File: src/hw/rtl/i2cbm_pkg.sv
// shared codes, widths and field positions of the i2c bit-level master
package i2cbm_pkg;

  localparam int unsigned CmdW       = 3;
  localparam int unsigned ByteW      = 8;
  localparam int unsigned TickW      = 16;
  localparam int unsigned PhaseW     = 5;
  localparam int unsigned InDataW    = 16;
  localparam int unsigned OutDataW   = 16;

  typedef logic [CmdW-1:0]   cmd_t;
  typedef logic [PhaseW-1:0] phase_t;

  localparam cmd_t CMD_NONE  = 3'd0;
  localparam cmd_t CMD_START = 3'd1;
  localparam cmd_t CMD_STOP  = 3'd2;
  localparam cmd_t CMD_WRITE = 3'd3;
  localparam cmd_t CMD_READ  = 3'd4;

  localparam logic [TickW-1:0] DEFAULT_PHASE_TICKS = 16'd1;

  // phase numbers that matter in the byte sequences
  localparam phase_t PH_DATA_END  = 5'd16;
  localparam phase_t PH_ACK_HIGH  = 5'd17;
  localparam phase_t PH_LAST_BYTE = 5'd18;
  localparam phase_t PH_LAST_ACK  = 5'd19;
  localparam phase_t PH_LAST_COND = 5'd2;

  // output tdata bit positions
  localparam int unsigned OUT_SCL   = 0;
  localparam int unsigned OUT_SDA   = 1;
  localparam int unsigned OUT_BUSY  = 2;
  localparam int unsigned OUT_DONE  = 3;
  localparam int unsigned OUT_RX_LO = 4;
  localparam int unsigned OUT_NOACK = 12;

endpackage

File: src/hw/rtl/i2c_bit_level_master.sv
// i2c bit-level master: start, stop, byte write and byte read sequencer, one transaction per tick
//
// each input transaction is one bus tick and produces exactly one result transaction, so the
// block runs at one transaction per clock cycle; the bus state advances in a single pass of
// logic between the state registers and a result register, and the result register decouples
// the two streams (input is taken while a result waits, as long as the consumer takes it).
// a command (start, stop, write byte with ack check, read byte) is taken only while idle and
// every bus phase lasts phase_ticks ticks (zero counts as one); commands while busy and unknown
// codes are ignored. the user writes phase_ticks over the cfg channel while idle; not enforced.
module i2c_bit_level_master
  import i2cbm_pkg::*;
(
  input  logic                clk,
  input  logic                rst_n,
  // input stream, tdata from bit 0: command[2:0], tx_byte[10:3], send_ack[11], sda_in[12]
  input  logic                in_tvalid,
  output logic                in_tready,
  input  logic [InDataW-1:0]  in_tdata,
  // result stream, tdata from bit 0: scl_level[0], sda_level[1], busy_res[2], done_res[3],
  // rx_byte[11:4], no_ack[12]
  output logic                out_tvalid,
  input  logic                out_tready,
  output logic [OutDataW-1:0] out_tdata,
  // configuration write: phase_ticks
  input  logic                cfg_valid,
  output logic                cfg_ready,
  input  logic [TickW-1:0]    cfg_data
);

  // input fields
  cmd_t             command;
  logic [ByteW-1:0] tx_byte;
  logic             send_ack;
  logic             sda_in;

  assign command  = in_tdata[2:0];
  assign tx_byte  = in_tdata[10:3];
  assign send_ack = in_tdata[11];
  assign sda_in   = in_tdata[12];

  // state
  logic [TickW-1:0] phase_ticks_r;
  cmd_t             active_r, active_nxt;
  phase_t           phase_r, phase_nxt;
  logic [ByteW-1:0] shift_r, shift_nxt;
  logic [TickW-1:0] tick_r, tick_nxt;
  logic             scl_r, scl_nxt;
  logic             sda_r, sda_nxt;
  logic             no_ack_r, no_ack_nxt;
  logic             ack_sel_r, ack_sel_nxt;
  logic [ByteW-1:0] rx_hold_r, rx_hold_nxt;

  // result register
  logic                out_valid_r;
  logic [OutDataW-1:0] out_data_r, out_data_nxt;

  logic in_accept;
  assign in_tready = ~out_valid_r | out_tready;
  assign in_accept = in_tvalid & in_tready;
  assign cfg_ready = 1'b1;

  // effective values for this tick, after a possible command launch
  logic             launch;
  cmd_t             cmd_e;
  phase_t           ph_e;
  logic [ByteW-1:0] shift_e;
  logic [TickW-1:0] tick_e, tick_inc, limit;
  logic             ack_sel_e;
  logic             phase_end;
  phase_t           last_ph;
  logic             done;

  always_comb begin
    limit    = (phase_ticks_r == '0) ? TickW'(1) : phase_ticks_r;
    launch   = (active_r == CMD_NONE) &&
               ((command == CMD_START) || (command == CMD_STOP) ||
                (command == CMD_WRITE) || (command == CMD_READ));
    cmd_e    = launch ? command : active_r;
    ph_e     = launch ? '0 : phase_r;
    tick_e   = launch ? '0 : tick_r;
    shift_e  = launch ? ((command == CMD_WRITE) ? tx_byte : '0) : shift_r;
    ack_sel_e = launch ? send_ack : ack_sel_r;

    tick_inc  = tick_e + TickW'(1);
    phase_end = (cmd_e != CMD_NONE) && (tick_inc >= limit);

    // last phase of the running sequence; read with ack gets an extra release phase
    if ((cmd_e == CMD_START) || (cmd_e == CMD_STOP)) begin
      last_ph = PH_LAST_COND;
    end else if ((cmd_e == CMD_READ) && ack_sel_e) begin
      last_ph = PH_LAST_ACK;
    end else begin
      last_ph = PH_LAST_BYTE;
    end

    scl_nxt     = scl_r;
    sda_nxt     = sda_r;
    shift_nxt   = shift_e;
    no_ack_nxt  = no_ack_r;
    ack_sel_nxt = ack_sel_e;
    rx_hold_nxt = rx_hold_r;
    active_nxt  = cmd_e;
    phase_nxt   = ph_e;
    tick_nxt    = (cmd_e != CMD_NONE) ? tick_inc : tick_e;
    done        = 1'b0;

    // bus levels of the current phase
    unique case (cmd_e)
      CMD_START: begin
        if (ph_e == 5'd0) begin
          scl_nxt = 1'b1; sda_nxt = 1'b1;
        end else if (ph_e == 5'd1) begin
          scl_nxt = 1'b1; sda_nxt = 1'b0;
        end else begin
          scl_nxt = 1'b0; sda_nxt = 1'b0;
        end
      end
      CMD_STOP: begin
        // first phase keeps scl where it is
        if (ph_e == 5'd0) begin
          sda_nxt = 1'b0;
        end else if (ph_e == 5'd1) begin
          scl_nxt = 1'b1; sda_nxt = 1'b0;
        end else begin
          scl_nxt = 1'b1; sda_nxt = 1'b1;
        end
      end
      CMD_WRITE: begin
        if (ph_e < PH_DATA_END) begin
          scl_nxt = ph_e[0]; sda_nxt = shift_e[ByteW-1];
        end else begin
          scl_nxt = (ph_e == PH_ACK_HIGH); sda_nxt = 1'b1;
        end
      end
      CMD_READ: begin
        if (ph_e < PH_DATA_END) begin
          scl_nxt = ~ph_e[0]; sda_nxt = 1'b1;
        end else begin
          scl_nxt = (ph_e == PH_ACK_HIGH);
          sda_nxt = ~((ph_e < PH_LAST_ACK) && ack_sel_e);
        end
      end
      default: begin
      end
    endcase

    if (phase_end) begin
      tick_nxt = '0;
      // end-of-phase shifting and sampling
      if (cmd_e == CMD_WRITE) begin
        if ((ph_e < PH_DATA_END) && ph_e[0]) begin
          shift_nxt = {shift_e[ByteW-2:0], 1'b0};
        end else if (ph_e == PH_ACK_HIGH) begin
          no_ack_nxt = sda_in;
        end
      end else if ((cmd_e == CMD_READ) && (ph_e < PH_DATA_END) && !ph_e[0]) begin
        shift_nxt = {shift_e[ByteW-2:0], sda_in};
      end

      if (ph_e >= last_ph) begin
        if (cmd_e == CMD_READ) begin
          rx_hold_nxt = shift_nxt;
        end
        active_nxt = CMD_NONE;
        phase_nxt  = '0;
        done       = 1'b1;
      end else begin
        phase_nxt = ph_e + PhaseW'(1);
      end
    end

    out_data_nxt                         = '0;
    out_data_nxt[OUT_SCL]                = scl_nxt;
    out_data_nxt[OUT_SDA]                = sda_nxt;
    out_data_nxt[OUT_BUSY]               = (active_nxt != CMD_NONE);
    out_data_nxt[OUT_DONE]               = done;
    out_data_nxt[OUT_RX_LO +: ByteW]     = rx_hold_nxt;
    out_data_nxt[OUT_NOACK]              = no_ack_nxt;
  end

  // bus state, advanced once per accepted tick
  always_ff @(posedge clk) begin
    if (!rst_n) begin
      active_r  <= CMD_NONE;
      phase_r   <= '0;
      shift_r   <= '0;
      tick_r    <= '0;
      scl_r     <= 1'b1;
      sda_r     <= 1'b1;
      no_ack_r  <= 1'b0;
      ack_sel_r <= 1'b0;
      rx_hold_r <= '0;
    end else if (in_accept) begin
      active_r  <= active_nxt;
      phase_r   <= phase_nxt;
      shift_r   <= shift_nxt;
      tick_r    <= tick_nxt;
      scl_r     <= scl_nxt;
      sda_r     <= sda_nxt;
      no_ack_r  <= no_ack_nxt;
      ack_sel_r <= ack_sel_nxt;
      rx_hold_r <= rx_hold_nxt;
    end
  end

  // phase length register
  always_ff @(posedge clk) begin
    if (!rst_n) begin
      phase_ticks_r <= DEFAULT_PHASE_TICKS;
    end else if (cfg_valid && cfg_ready) begin
      phase_ticks_r <= cfg_data;
    end
  end

  // result register, held while the consumer stalls
  always_ff @(posedge clk) begin
    if (!rst_n) begin
      out_valid_r <= 1'b0;
    end else if (in_accept) begin
      out_valid_r <= 1'b1;
    end else if (out_tready) begin
      out_valid_r <= 1'b0;
    end
  end

  always_ff @(posedge clk) begin
    if (in_accept) begin
      out_data_r <= out_data_nxt;
    end
  end

  assign out_tvalid = out_valid_r;
  assign out_tdata  = out_data_r;

endmodule

File: config.mk
export PLATFORM = sky130hd
export DESIGN_NAME = i2c_bit_level_master
export DESIGN_NICKNAME = d
export VERILOG_FILES = /design/src/hw/rtl/i2cbm_pkg.sv /design/src/hw/rtl/i2c_bit_level_master.sv
export SDC_FILE = /design/constraint.sdc
export NUM_CORES = 1
export LEC_CHECK = 0
export BUFFER_PORTS_ARGS = -buffer_cell sky130_fd_sc_hd__buf_2
export CAP_MARGIN = 0
export CORE_MARGIN = 2
export CORE_UTILIZATION = 45
export CTS_BUF_LIST = sky130_fd_sc_hd__clkbuf_16
export DETAILED_ROUTE_END_ITERATION = 6
export PLACE_DENSITY = 0.65
export SLEW_MARGIN = 30
export SYNTH_ARGS = -nofsm -noshare
export SYNTH_HDL_FRONTEND = slang
export SYNTH_SLANG_ARGS = --single-unit
File: constraint.sdc
create_clock -name clk -period 5.8 [get_ports clk]
set_clock_uncertainty 0.05 [all_clocks]
set_input_delay 0.29 -clock clk [delete_from_list [all_inputs] [get_ports clk]]
set_output_delay 0.29 -clock clk [all_outputs]
set_load 0.02 [all_outputs]
# Word-level counts from Yosys, hierarchy flattened
# Index checks and enable logic that the tools add are counted.
dict set report word_totals {
  wordCells 93
  in_bits 37
  register_bits 74
  output_inout_bits 19
}
dict set report op_classes {
  bitwise_logic 5
  n_eq_ne 10
  magnitude_cmp 4
  reduce_logical 18
  muxes 41
  addsub 2
}
# op n
set ops {}
lappend ops {{$mux 8} 9}
lappend ops {{$mux 16} 4}
lappend ops {{$mux 5} 4}
lappend ops {{$mux 1} 19}
lappend ops {{$add 16x1->16 const B} 1}
lappend ops {{$ge 16x16->1} 1}
lappend ops {{$logic_not 16->1} 1}
lappend ops {{$eq 3x2->1 const B} 4}
lappend ops {{$lt 5x5->1 const B} 2}
lappend ops {{$mux 3} 3}
lappend ops {{$pmux 1 s4} 2}
lappend ops {{$logic_and 1x1->1} 7}
lappend ops {{$eq 3x1->1 const B} 2}
lappend ops {{$eq 3x3->1 const B} 2}
lappend ops {{$reduce_bool 3->1} 2}
lappend ops {{$add 5x1->5 const B} 1}
lappend ops {{$eq 5x1->1 const B} 1}
lappend ops {{$eq 5x5->1 const B} 1}
lappend ops {{$ge 5x5->1} 1}
lappend ops {{$logic_not 5->1} 1}
lappend ops {{$logic_or 1x1->1} 4}
lappend ops {{$logic_not 3->1} 1}
lappend ops {{$not 1->1} 3}
lappend ops {{$reduce_bool 2->1} 1}
lappend ops {{other kinds (3)} 3}

# Logic depth before layout (Yosys ltp)
# Gate-level depths: netlist of the first run.
dict set report logic_depth {
  depth_word 14
  depth_mapped 21
  depth_no_buf 18
}

# Worst setup path before layout of the first run
# No wires, ideal clock.
dict set report synth_path {
  kind {input-to-reg}
  from {input in_tdata[2]}
  to {register out_data_r[10], in the netlist out_tdata[10], data pin}
  t_arrival_ns 4.391
  n_path_buf 3
  path_stages 20
  setup_time_ns 0.260
  setup_slack_ns 1.099
  path_cell_list {buf_2 or3_4 nand3_2 buf_2 and2_1 ha_1 nand3_1 or3_1 clkbuf_1 nor2_1 xnor2_1 nor2_1 ha_1 nand4_1 nor2_1 o2111ai_1 o211ai_2 nand2_2 nor3_4 mux2_2}
}
dict set report synth_via {
  elab_chain_cells 14
  elab_cells_between_ends 38
  classes_between {1 x add/sub; 3 x order compare; 8 x eq/ne; 14 x mux; 12 x reduce/logical}
}
# element line_no
set synth_lines {}
lappend synth_lines {{start, declared} i2c_bit_level_master.sv:18} ;# input logic [InDataW-1:0] in_tdata,
lappend synth_lines {{parallel branches: the longest is 13 deep, another holds $add 16x1->16} -}
lappend synth_lines {{$mux 8 *} i2c_bit_level_master.sv:147} ;# if (phase_end) begin
lappend synth_lines {{named net out_data_nxt[10]} i2c_bit_level_master.sv:55} ;# logic [OutDataW-1:0] out_data_r, out_data_nxt;
lappend synth_lines {{end signal, assigned} i2c_bit_level_master.sv:228} ;# out_data_r <= out_data_nxt;
lappend synth_lines {{end, declared} i2c_bit_level_master.sv:55}
# Mark *: on every way through the listed nets, which the timed path passes.
# A chain may end at the register's enable or synchronous reset.

# Final worst setup path of the first run
dict set report layout_path {
  from {register active_r[2]}
  to {register out_data_r[11], in the netlist out_tdata[11], data pin}
}
dict set report layout_via {
  elab_chain_cells 11
  elab_cells_between_ends 31
  classes_between {1 x add/sub; 3 x order compare; 4 x eq/ne; 13 x mux; 10 x reduce/logical}
}
# element line_no
set layout_lines {}
lappend layout_lines {{start, declared} i2c_bit_level_master.sv:43} ;# cmd_t active_r, active_nxt;
lappend layout_lines {{start signal, assigned} i2c_bit_level_master.sv:194} ;# active_r <= active_nxt;
lappend layout_lines {{parallel branches: the longest is 10 deep, another holds $add 16x1->16} -}
lappend layout_lines {{$mux 8 *} i2c_bit_level_master.sv:147}
lappend layout_lines {{named net out_data_nxt[11]} i2c_bit_level_master.sv:55}
# Marks and branches as above.

==> results of run 1 <==
registers in the layout (all words and copies together) (netlist names):
register,cells
ack_sel_r,1
out_tvalid,1
out_tdata,13
active_r,3
sda_r,1
tick_r,16
shift_r,8
phase_r,5
phase_ticks_r,16
scl_r,1
rx_hold_r,8
no_ack_r,1
placed cells by master (no fill, tap or decap), drive strengths merged, types with 4 or more instances in the layout:
cell type  synthesis  final
mux2               9      9
nor4               7      7
a22oi              8      8
xor2               9      9
o21ai             28     28
mux2i             28     28
conb               2      4
nor3              19     19
inv               28     32
nand2b             5      5
nor3b              8      8
a211oi             4      4
nand2             51     51
clkbuf            18      9
or3                5      5
and3               5      5
edfxtp            13     13
o21a              14     14
and2               7      7
buf               20     57
nand4              7      7
a21oi             36     36
nor2              68     68
nand3             14     14
dfxtp             61     61
a31oi             11     11
ha                22     22
o211ai             7      7
logic make-up (layout without fill, tap and decap cells):
kind of cell               Yosys count  after routing  share of synthesized area
buffers and inverters               67            102                     0.0640
other                                2              4                    0.00160
adders and majority gates           22             22                     0.0587
AOI/OAI and AO/OA                  143            143                      0.202
DFF                                 74             74                      0.344
xor gates and xnor gates            12             12                     0.0224
muxes                               37             37                     0.0822
and+or+nand+nor                    209            209                      0.226
power by group:
part	internal, mW	switching, mW	leakage [nW]	total, mW
sequential	0.544	0.0139	0.627	0.558
combinational	0.0760	0.137	1.40	0.213
clock	0.297	0.242	0.131	0.539
routing by layer:
metal  global-route usage  vias to the layer above  share of wire
li1                     -                     2091              -
met1                0.261                     1973           0.46
met2                0.372                      115           0.48
met3               0.0331                       11          0.042
met4               0.0752                        0          0.015
met5                    0                        -              0
critical path, delay by kind of cell (launching register included):
family                   cells  cell delay (ps)
AND/OR/NAND/NOR             11             2320
flip-flops                   1              540
adder cells (fa/ha/maj)      2              520
multiplexers                 1              390
AO/OA/AOI/OAI                2              360
buffers and inverters        1              180
XOR/XNOR                     1              150
final timing paths:
path                                  startpoint                to  depth (start not counted)
worst max-delay path                 active_r[2]     out_tdata[11]                         18
worst min-delay path                 cfg_data[0]  phase_ticks_r[0]                          3
worst max register to register       active_r[2]     out_tdata[11]                         18
worst min register to register  phase_ticks_r[0]  phase_ticks_r[0]                          2
cell type report:
class	instances	area [µm²]	share of cell area
inverters	29	109	0.0207
well taps	136	170	0.0323
clock inverters	7	60.1	0.0114
repair buffers	57	308	0.0584
clock buffers	9	225	0.0427
multi-input cells	427	2790	0.529
flip-flops and latches	74	1610	0.306
stage by stage:
step	instance area, µm²	hold slack [ps]
after detailed placement	4980	428
after global placement	4980	411
after floorplan	4700	369
after global routing	5270	128
final	5270	130
after CTS	5270	128
==> results.md, run 1 <==
- # rows: 37
- Highest Clock Rate: roughly 0.21 GHz
- CTS root buf: clkbuf_16
- Period minus WS final: 4770 ps
- Post-CTS Setup Bufs: 0
- Largest net degree at the start of global routing: 43
- Final Hold Fails: 0
- Top post-synthesis cells by area: dfxtp_1 (26%), edfxtp_1 (8.3%), mux2i_1 (6.0%)
- PD cells: 249 mW/mm²
- CP cell instances: nor3_2, buf_4, nand3_2, and2_1, ha_1, nand3_1, or3_1, nor2_1, xnor2_1, nor2_1, ha_1, nand4_1, nor2_1, o2111ai_1, o211ai_2, nand2_2, nor3_4, mux2_2
- Core ar.: 0.0102 mm²
- Worst Path Required: approximately 5800 ps
- Fin Setup TNS: 0 ps
- Synth Flop Type: dfxtp_1
- I/O pins: 56
- Syn Inst Count: between 500 and 600
- Worst-path fanout max: 12
- Slowest stage delay, CP: approximately 540 ps
- CTS tree: built
- Crit share post-route: 0.823
- Syn Area/Cell: 8.29 µm²
- Hold Crit Class: in -> reg
- Sequential area share after synthesis: 0.344
- P_leak: 2.16 nW
- Maxcap violations: 0
- Die ar.: around 0.011 mm²
- Critical path class: reg -> reg
- Rel. slew slack: 0.448
- Total congestion overflow: 0
- Die Y: 106 µm
- Post-synth top area share: 0.260
- PostCTS Resize Cnt: 0
- Port Buffers: 48
- CTS Buffer Depth: 2
- Clk Latency, worst-skew pair: ~340 ps
- FF-to-FF setup slack: roughly 1000 ps
- Slowest cell on crit path: dfxtp_1
- Synthesized cell area: 0.00469 mm²
- Initial Utilization: 0.458
- Worst-Margin Slew: 819 ps
- DRT Pass-1 Iters: 4
- Synth-to-layout area growth: 12.3%
- Number of synthesized flops with an enable pin: 13
- Synth warn: 0
- Gpl congestion: 0.886
- Power, Total: roughly 1.3 mW
- Final WS setup: 1030 ps
- Pre-CTS setup slack: 922 ps
- Layout cell share with drive strength beyond 1: 0.163
- Routed len/inst: 15.6 µm
- Die Wd: 106 µm
- Max-slew violations: 0
- Hold-fix buffers, CTS: 0
- Total track usage: 0.211
- Final WL: around 12,000 µm
- Area leader, netlist: dfxtp_1
- Top-count cell post-synth: nor2_1
- Num CTS Buffers: 9
- Finish-stage setup viols: 0
- CP Launch Type: flop
- Vias: around 4.2k
- # DRC: 0
- Clk sinks: 74
- Post-synth top cells: nor2_1 (68), dfxtp_1 (61), nand2_1 (50)
- Status: complete, no violations
- CP endpoint kind: flop
- Worst vdd ir: 0.143 mV
- Antenna-violating nets left: 0
- CP dominant cell by count: nor2_1
- RSZ-0062 raised after global routing: false
- Detail Placement HPWL: ~8100 µm
- Final Core Density: 0.515
- Diode count: 0
- Vias in the first global route: between 3k and 4k
- Initial antenna violation count: 0
- Ys async rst share: 0
- Total Nets Final: 657
- Cell count after placement: 723
- Final Instance Count excl. Fillers: 739
- Via density: 5.67
- Yosys cell types: 72
- 1st-iter DRT viols: 214
- Fillers: 1,008
- #FFs+latches synth: 74
- Reg clk slew, reported paths: 60 ps
- # H-tree levels: 3
- Worst endpoint data arrival time: 4810 ps
- First-pass GRT wire length: 19,000 µm
No activity file was read; power rests on OpenSTA's default activity.
==> run 2: changes to the inputs <==
--- a/config.mk
+++ b/config.mk
@@ -5,6 +5,7 @@
 export SDC_FILE = /design/constraint.sdc
 export NUM_CORES = 1
 export LEC_CHECK = 0
+export ABC_AREA = 1
 export BUFFER_PORTS_ARGS = -buffer_cell sky130_fd_sc_hd__buf_2
 export CAP_MARGIN = 0
 export CORE_MARGIN = 2
==> constraint.sdc (replaced) <==
create_clock -name clk -period 4.4 [get_ports clk]
set_clock_uncertainty 0.05 [all_clocks]
set_input_delay 0.22 -clock clk [delete_from_list [all_inputs] [get_ports clk]]
set_output_delay 0.22 -clock clk [all_outputs]
set_load 0.02 [all_outputs]
==> results.md, run 2 <==
- Port Buffers: 48
- Gpl congestion: 0.863
- Total track usage: 0.219
- Crit share post-route: 0.881
- Fillers: 1,102
- # H-tree levels: 3
- Reg clk slew, reported paths: 60 ps
- Final Hold Fails: 0
- Hold-fix buffers, CTS: 0
- CP endpoint kind: flop
- Number of synthesized flops with an enable pin: 13
- HP Start: cfg_valid
- Fin Setup TNS: 0 ps
- P_leak: ~2.8 nW
- Commonest non-fill, non-tap cell in the layout: nand2_1
- Layout cell share with drive strength beyond 1: 0.127
- Die Y: 110 µm
- Finish-stage setup viols: 0
- Final Instance Count excl. Fillers: about 970
- CTS tree: built
- #FFs+latches synth: 74
- Top-count cell post-synth: nand2_1
- Yosys cell types: 44
- Worst-Margin Slew: 703 ps
- Diode count: 0
- Reg area: 0.00161 mm²
- Hold Crit Depth: 2
- Critical path class: reg -> reg
- Final WL: roughly 12,000 µm
- First-pass GRT wire length: 20,800 µm
- Slowest stage delay, CP: 410 ps
- Largest net degree at the start of global routing: 48
- Top post-synthesis cells by area: dfxtp_1 (24%), nand2_1 (17%), inv_1 (7.8%)
- Slowest cell on crit path: dfxtp_1
- Max-slew violations: 0
- Worst endpoint data arrival time: 4100 ps
- Area leader, netlist: dfxtp_1
- Rel. slew slack: 0.531
- Status: complete, no violations
- Antenna-violating nets left: 0
- Placed Area: 0.00535 mm²
- # rows: 38
- PD cells: 358 mW/mm²
- Worst hold endpoint: phase_ticks_r[0]
- Synth warn: 0
- Vias in the first global route: 4,583
- Clk sinks: 74
- Highest Clock Rate: 0.258 GHz
- R2R cell count: 22
- CP delay by family, top: simple AND/OR/NAND/NOR gates
- CP dominant cell by count: nand2_1
- Vias: between 4k and 5k
- Routed len/inst: 12.9 µm
- Pre-CTS setup slack: 267 ps
- # DRC: 0
- Synthesized cell area: 0.00505 mm²
- FF-to-FF setup slack: 520 ps
- CTS root buf: clkbuf_16
- Buf/Inv on CP: 5
- CP cell instances: inv_2, nand2_2, nor2_4, nand2_2, clkbuf_8, nand3_1, nor2_1, nand2_1, inv_1, nand3_1, nand2_1, inv_1, ha_1, nand2_1, o21ai_0, a21oi_1, nand3_2, nand2_8, nand2_4, inv_2, o211ai_1, a21oi_1
- Detail Placement HPWL: 8890 µm
- Via density: 5.15
- Period minus WS final: 3880 ps
- Worst vdd ir: 0.261 mV
- Cell count after placement: 950
- Syn Inst Count: around 780
- CP Launch Type: flop
- Design Area, Final: 0.00570 mm²
- Power, Total: 2.04 mW
- Initial Utilization: 0.464
- Synth Flop Type: dfxtp_1
- Clk Latency, worst-skew pair: 350 ps
- CTS Buffer Depth: 2
- Post-synth top area share: 0.242
- Synth-to-layout area growth: 12.8%
- 1st-iter DRT viols: about 330
- Syn Area/Cell: 6.44 µm²
- RR Endpoint: tick_r[7]
- Core ar.: 0.0109 mm²
- RSZ-0062 raised after global routing: false
- Worst Path Required: 4620 ps
- Hold Crit Class: in -> reg
- Ys async rst share: 0
- Most frequent cells in the layout: nand2_1 (234), inv_1 (107), nand3_1 (67)
- Post-synth top cells: nand2_1 (234), inv_1 (105), nand3_1 (67)
- Sequential area share after synthesis: 0.319
- Final WS setup: 524 ps
- I/O pins: 56
- Initial antenna violation count: 0
- Worst r2r src: active_r[1]
- Total congestion overflow: 0
- DRT Pass-1 Iters: 5
- Die Wd: about 110 µm
- Multi-input gate area: 0.00285 mm²
- Total Nets Final: 880
- Num CTS Buffers: 9
- Die ar.: 0.0121 mm²
- Worst-path fanout max: 47
- Maxcap violations: 0
## run 2: timing repair
action / 4_1_cts / 5_1_grt
endpoints found under the setup margin: 0 / 25
gates resized for setup: 0 / 4
buffers inserted: 0 / 0
## run 2: cell type report
cell class                 instances  area share
clock buffer                       9      0.0395
clock inverter                     7      0.0196
inverter                         113      0.0749
multi-input combinational        569       0.501
sequential                        74       0.283
tap                              140      0.0308
timing repair buffer              54      0.0512
## run 2: where the power goes
part           switching, mW  internal [mW]
clock network          0.293          0.550
registers             0.0273          0.741
logic                  0.291          0.137
## run 2: metal layers
layer,vias to the layer above,wire [µm],global-route usage
li1,2598,-,-
met1,2234,5460,0.261
met2,124,6140,0.386
met3,19,636,0.0451
met4,0,237,0.0841
met5,-,0,0
## run 2: kinds of logic (layout without fill, tap and decap cells)
group | Yosys count | after routing | share of synthesized area
xor+xnor | 3 | 3 | 0.00520
other cells | 2 | 4 | 0.00149
compound gates | 128 | 128 | 0.138
simple gates | 412 | 412 | 0.363
buf+inv | 143 | 183 | 0.119
flops | 74 | 74 | 0.319
fa+ha+maj | 22 | 22 | 0.0545
## run 2: worst max path at each step
stage                           start             to  slack [ps]  cells after the start
final                     active_r[1]      tick_r[7]         520                     22
after global routing      active_r[1]   rx_hold_r[6]         100                     24
after CTS                 active_r[1]   out_tdata[7]         290                     22
after detailed placement  in_tdata[1]   rx_hold_r[6]         270                     24
after global placement    in_tdata[1]     shift_r[4]         400                     23
after floorplan           active_r[1]  out_tdata[10]         970                     23
## run 2: stage by stage
step | hold WS (ps) | util
floorplan | 270 | -
detailed placement | 397 | 0.491
CTS | 25.8 | 0.522
global route | 39.2 | 0.523
finish | 35.3 | 0.523
global placement | 382 | 0.491
